<file path="config.mk">
export PLATFORM = sky130hd
export DESIGN_NAME = colour_transition_decoder
export DESIGN_NICKNAME = d
export VERILOG_FILES = /design/src/rtl/ctd_pkg.sv /design/src/rtl/ctd_decode.sv /design/src/rtl/colour_transition_decoder.sv
export SDC_FILE = /design/constraint.sdc
export NUM_CORES = 1
export LEC_CHECK = 0
export CORE_MARGIN = 2
export CORE_UTILIZATION = 56
export CTS_BUF_LIST = sky130_fd_sc_hd__clkbuf_8 sky130_fd_sc_hd__clkbuf_16
export DETAILED_ROUTE_END_ITERATION = 10
export DONT_BUFFER_PORTS = 1
export GPL_ROUTABILITY_DRIVEN = 0
export PLACE_DENSITY = 0.74
export SLEW_MARGIN = 20
export SYNTH_ARGS = -nofsm -noshare
export SYNTH_HDL_FRONTEND = slang
export SYNTH_SLANG_ARGS = --single-unit
</file>
<file path="constraint.sdc">
create_clock -name clk -period 2.36 [get_ports clk]
set_input_delay 0.236 -clock clk [delete_from_list [all_inputs] [get_ports clk]]
set_output_delay 0.236 -clock clk [all_outputs]
set_load 0.02 [all_outputs]
</file>
<file path="src/rtl/ctd_pkg.sv">
// Package with the colour codes, event codes and the decode step record for the decoder.
package ctd_pkg;

	// Colour codes, red is the high bit.
	localparam logic [2:0] COL_DARK    = 3'd0;
	localparam logic [2:0] COL_BLUE    = 3'd1;
	localparam logic [2:0] COL_MAGENTA = 3'd5;
	localparam logic [2:0] COL_YELLOW  = 3'd6;
	localparam logic [2:0] COL_WHITE   = 3'd7;

	localparam logic [3:0] DATA_COLOURS     = 4'd5;
	localparam logic [2:0] SYMBOLS_PER_BYTE = 3'd4;

	// Parity check modes; the unused code behaves as no parity.
	localparam logic [1:0] PAR_NONE  = 2'd0;
	localparam logic [1:0] PAR_EVEN  = 2'd1;
	localparam logic [1:0] PAR_ODD   = 2'd2;
	localparam logic [1:0] PAR_RESET = PAR_ODD;

	// Event codes of a result beat.
	localparam logic [1:0] EV_BYTE    = 2'd0;
	localparam logic [1:0] EV_CLOSED  = 2'd1;
	localparam logic [1:0] EV_OVERRUN = 2'd2;

	// Result of one decode step: next state and an optional result beat.
	typedef struct packed {
		logic [2:0] next_colour;
		logic [7:0] next_acc;
		logic [2:0] next_count;
		logic       result_valid;
		logic [1:0] event_kind;
		logic [7:0] data_byte;
		logic       mark_parity;
		logic       parity_error;
	} ctd_step_t;

endpackage

</file>
<file path="src/rtl/ctd_decode.sv">
// Combinational decode of one colour sample against the previous colour and the byte state.
module ctd_decode import ctd_pkg::*; (
	input  logic [2:0] sample,
	input  logic [2:0] prev_colour,
	input  logic [7:0] acc,
	input  logic [2:0] count,
	input  logic [1:0] parity_mode,
	output ctd_step_t  step
);

	logic [2:0] offset;
	logic [2:0] base;
	logic [3:0] diff_raw;
	logic [3:0] diff;
	logic [1:0] pair;
	logic [7:0] shifted;
	logic [2:0] count_inc;
	logic       rx_parity;
	logic       calc_parity;
	logic       check_on;

	// Bit pair from the colour difference, reduced mod 5 and then mod 4.
	always_comb begin
		offset   = (prev_colour >= COL_BLUE && prev_colour <= COL_MAGENTA) ? prev_colour : 3'd0;
		base     = sample - 3'd1;
		diff_raw = {1'b0, base} + DATA_COLOURS - {1'b0, offset};
		diff     = (diff_raw >= DATA_COLOURS) ? diff_raw - DATA_COLOURS : diff_raw;
		pair     = diff[1:0];
		shifted  = {acc[5:0], pair};
		count_inc = count + 3'd1;
	end

	// Parity of the accumulated byte under the selected mode.
	always_comb begin
		rx_parity   = (sample == COL_YELLOW);
		calc_parity = (parity_mode == PAR_EVEN) ? ^acc : ~(^acc);
		check_on    = (parity_mode == PAR_EVEN) || (parity_mode == PAR_ODD);
	end

	// Classify the sample and form the next state and result.
	always_comb begin
		step              = '0;
		step.next_colour  = sample;
		step.next_acc     = acc;
		step.next_count   = count;
		if (sample == prev_colour) begin
			step.next_colour = prev_colour;
		end else if (sample == COL_DARK) begin
			step.next_acc     = '0;
			step.next_count   = '0;
			step.result_valid = 1'b1;
			step.event_kind   = EV_CLOSED;
		end else if (sample == COL_YELLOW || sample == COL_WHITE) begin
			step.next_acc     = '0;
			step.next_count   = '0;
			step.result_valid = 1'b1;
			step.event_kind   = EV_BYTE;
			step.data_byte    = acc;
			step.mark_parity  = rx_parity;
			step.parity_error = check_on && (calc_parity != rx_parity);
		end else if (count_inc > SYMBOLS_PER_BYTE) begin
			step.next_acc     = '0;
			step.next_count   = '0;
			step.result_valid = 1'b1;
			step.event_kind   = EV_OVERRUN;
			step.data_byte    = shifted;
		end else begin
			step.next_acc   = shifted;
			step.next_count = count_inc;
		end
	end

endmodule

</file>
<file path="src/rtl/colour_transition_decoder.sv">
// Top level of the colour transition decoder: input register, decode state and result register.
//
//  Channel   Signals                                          Direction
//  input     in_valid, in_ready, colour_sample                sink
//  result    out_valid, out_ready, event_kind, data_byte,     source
//            mark_parity, parity_error
//  config    cfg_write_en, cfg_write_data                     sink, no wait
//
// One sample per cycle while the output is not stalled: a beat is registered in the input
// register, decoded from there, and its result, if any, lands in the output register.
// The decode stage advances whenever it holds a sample and the output register is empty or being taken.
// Reset clears the previous colour to dark, the byte state and the parity mode to odd.
// A stalled output holds its result while one more sample waits in the input register.
module colour_transition_decoder import ctd_pkg::*; (
	input  logic       clk,
	input  logic       arst_n,
	input  logic       in_valid,
	output logic       in_ready,
	input  logic [2:0] colour_sample,
	output logic       out_valid,
	input  logic       out_ready,
	output logic [1:0] event_kind,
	output logic [7:0] data_byte,
	output logic       mark_parity,
	output logic       parity_error,
	input  logic       cfg_write_en,
	input  logic [1:0] cfg_write_data
);

	logic       valid_s1;
	logic [2:0] sample_s1;
	logic [1:0] mode_q;
	logic [2:0] prev_q;
	logic [7:0] acc_q;
	logic [2:0] count_q;
	logic       out_valid_q;
	logic [1:0] event_kind_q;
	logic [7:0] data_byte_q;
	logic       mark_parity_q;
	logic       parity_error_q;
	logic       advance;
	ctd_step_t  step;

	assign advance  = valid_s1 && (!out_valid_q || out_ready);
	assign in_ready = !valid_s1 || advance;

	ctd_decode u_decode (
		.sample      (sample_s1),
		.prev_colour (prev_q),
		.acc         (acc_q),
		.count       (count_q),
		.parity_mode (mode_q),
		.step        (step)
	);

	// Configuration register.
	always_ff @(posedge clk or negedge arst_n) begin
		if (!arst_n) begin
			mode_q <= PAR_RESET;
		end else if (cfg_write_en) begin
			mode_q <= cfg_write_data;
		end
	end

	// Input register.
	always_ff @(posedge clk or negedge arst_n) begin
		if (!arst_n) begin
			valid_s1 <= 1'b0;
		end else if (in_ready) begin
			valid_s1 <= in_valid;
		end
	end

	always_ff @(posedge clk) begin
		if (in_ready && in_valid) begin
			sample_s1 <= colour_sample;
		end
	end

	// Decode state, updated as each sample leaves the input register.
	always_ff @(posedge clk or negedge arst_n) begin
		if (!arst_n) begin
			prev_q  <= COL_DARK;
			acc_q   <= '0;
			count_q <= '0;
		end else if (advance) begin
			prev_q  <= step.next_colour;
			acc_q   <= step.next_acc;
			count_q <= step.next_count;
		end
	end

	// Output register valid flag.
	always_ff @(posedge clk or negedge arst_n) begin
		if (!arst_n) begin
			out_valid_q <= 1'b0;
		end else if (advance) begin
			out_valid_q <= step.result_valid;
		end else if (out_ready) begin
			out_valid_q <= 1'b0;
		end
	end

	// Output payload.
	always_ff @(posedge clk) begin
		if (advance && step.result_valid) begin
			event_kind_q   <= step.event_kind;
			data_byte_q    <= step.data_byte;
			mark_parity_q  <= step.mark_parity;
			parity_error_q <= step.parity_error;
		end
	end

	assign out_valid    = out_valid_q;
	assign event_kind   = event_kind_q;
	assign data_byte    = data_byte_q;
	assign mark_parity  = mark_parity_q;
	assign parity_error = parity_error_q;

endmodule
</file>
==> results.toml <==
[die]
rows = 19
ioPinCount = 24
fp.dieW_um = 59.1
die_y_um = 59.1
start_util_pct = 60.1
core-area_um2 = 2830
dieArea_um2 = 3490

[yosys]
syn-cell-area_um2 = 1700
yosysUniqueCellTypes = 28
yosys_warnings = 0
synth_fp_nets = 162
yosys_register_bits = 33
synth.avg_cell_area_um2 = 12.4
synthesis.instances = 137
seq_area_frac_synth_pct = 53.1

[global_route]
grt_pass1_wl_um = 5150
grtUsageTotal_pct = 21.1
grt_pass1_vias = 1102
grt_max_degree = 19
overflow = 0
grt_antenna_before_repair = 0

[final_layout]
syn_to_final_growth_pct = 16.7
design_area_um2 = 1980
diodes = 0
layout_common_cells = "17 x dfrtp_1, 16 x a22o_1, 15 x edfxtp_1"
fin_cells = 184
ff_latch_area_um2 = 902
final_layout_size_suffix_gt1_share_pct = 24.8
multi_input_area_um2 = 842
nNetsFinal = 177
post-route-util_pct = 70.1
final_common_cell = "dfrtp_1"
fillers = 198

[worst_setup_path]
crit_path_max_fanout = 4
critPathArrivalTime_ps = 2630
crit_path_start_kind = "register"
criticalPathCategory = "register to register"
crit_required_ps = 2520
end_kind = "register"

[sta]
slew_headroom_pct = 45.3
final.setup.tns_ps = -257
rsz0062_at_grt = "true"
finClkSkew_ps = 2.62
fin_crit_ps = 2470
clock.fmax_mhz = 404
tightestPinTransition_ps = 818
fin_crit_sh_pct = 105
setup_viol = 4
maxSlewViolCount = 0
finalWorstSetupSlack_ps = -112
finalHoldViolCount = 0

[power]
power_density_nw_per_um2 = 1280
leakage_nw = 0.838
ir_drop_uv = 729

[clock_tree]
clock-sinks = 33
numCtsBuffers = 5
ctsLongestPathBuffers = 2
htreeDepth = 2
cts_root_buf = "clkbuf_8"
clk_latency_ps = 290
path_clk_slew_ps = 70
cts_tree = "yes"

[placement]
post-place-cells = 173
dp_hpwl_um = 2230
place_area_um2 = 1830
port_buffers = 0

[outcome]
violations = "setup timing"
status = "finished with violations"

[job]
drv_cap = 0

[worst_hold_path]
hold_class = "input port to register"

[detailed_routing]
drc_errors = 0
post_drt_wl_per_cell_um = 16.4
drtIter0Drc = 30
detail-route-antenna-nets = 0
wirelength_um = 3020
vias_per_cell = 5.96
firstDrtPassIters = 4
via_count = 1097
cell type report:
cell class | instances | share of cell area [%]
clock buffer | 5 | 3.47
inverter | 11 | 2.08
tap | 31 | 1.95
timing repair buffer | 10 | 3.91
clock inverter | 3 | 0.694
multi-input combinational | 91 | 42.4
sequential | 33 | 45.5
power by group:
part,switching (mW),internal [mW],total [mW]
Combinational,0.576,0.589,1.17
Sequential,0.203,0.774,0.977
Clock,0.204,0.200,0.404
Total,0.983,1.56,2.55
kinds of logic after synthesis:
kind of cell | count (synthesis) | share of synthesized area [%]
multiplexers | 3 | 1.91
buffers and inverters | 13 | 3.02
XOR/XNOR | 15 | 7.73
flip-flops | 33 | 53.1
AO/OA/AOI/OAI | 28 | 12.2
AND/OR/NAND/NOR | 30 | 10.6
adder cells (fa/ha/maj) | 15 | 11.5
flip-flops by register name, indices dropped and copies added, names as in the netlist:
register and count:
acc_q 8, count_q 3, data_byte 8, event_kind 2, mark_parity 1, mode_q 2
out_valid 1, parity_error 1, prev_q 3, sample_s1 3, valid_s1 1
synth_stat cells:
cell       n  area, um2
dfstp_2    1       26.3
and3_1     1       6.26
nor4b_1    1       8.76
nor2_1     4       15.0
nor3_4     1       16.3
nand3_2    1       10.0
a22o_1    16        140
xnor2_1   12        105
fa_1       1       20.0
ha_1      14        175
nand2_1   11       41.3
nand3b_1   1       7.51
xor2_1     3       26.3
inv_1     11       41.3
mux2i_1    1       10.0
a21o_1     1       7.51
dfrtp_1   17        425
nor2b_1    2       12.5
o21ai_0    6       30.0
and2_1     2       12.5
nand3_4    1       17.5
mux2_2     2       22.5
a31oi_1    4       25.0
nand2b_1   4       25.0
buf_2      2       10.0
edfxtp_1  15        450
nor3b_1    1       7.51
a21oi_1    1       5.00
final timing paths:
check	end	cells past startpoint	slack [ps]	from
max in group asynchronous	acc_q[5]	1	1370	arst_n
min	mode_q[1]	1	30	cfg_write_en
max	data_byte[1]	10	-110	sample_s1[0]
min in group asynchronous	mode_q[0]	1	490	arst_n
max reg2reg	data_byte[1]	10	-110	sample_s1[0]
min reg2reg	count_q[0]	1	510	count_q[0]
metal layers:
metal	vias to the layer above	global-route usage, %	wire, um
met5	-	0	0
li1	514	-	-
met3	7	6.55	104
met2	25	35.7	1540
met4	0	6.82	42
met1	551	25.8	1330
repair_timing:
action | CTS | global route
setup endpoints to repair | 4 | 16
hold buffers | 1 | 0
resized for setup | 6 | 3
buffers inserted | 1 | 1
hold endpoints to repair | 18 | 0
pin swaps | 3 | 2
through the flow:
stage | power, mW | hold WS [ps] | setup slack (ps)
final | 2.55 | 29.5 | -112
after global routing | 2.74 | 21.4 | -196
after CTS | 2.51 | 22.4 | -53.1
after detailed placement | 2.04 | -59.2 | -81.1
after global placement | 1.98 | -59.1 | 10.3
after floorplan | 1.78 | -59.6 | 1.54
worst max-delay path, stage by stage, from the launching register on:
cell	delay [ps]
edfxtp_1	400
inv_2	140
ha_4	220
ha_4	250
inv_2	40
ha_4	150
fa_2	350
xor2_2	170
a21oi_4	170
mux2i_2	280
a22o_1	170
Note: power is estimated with default switching activity, not from simulation.
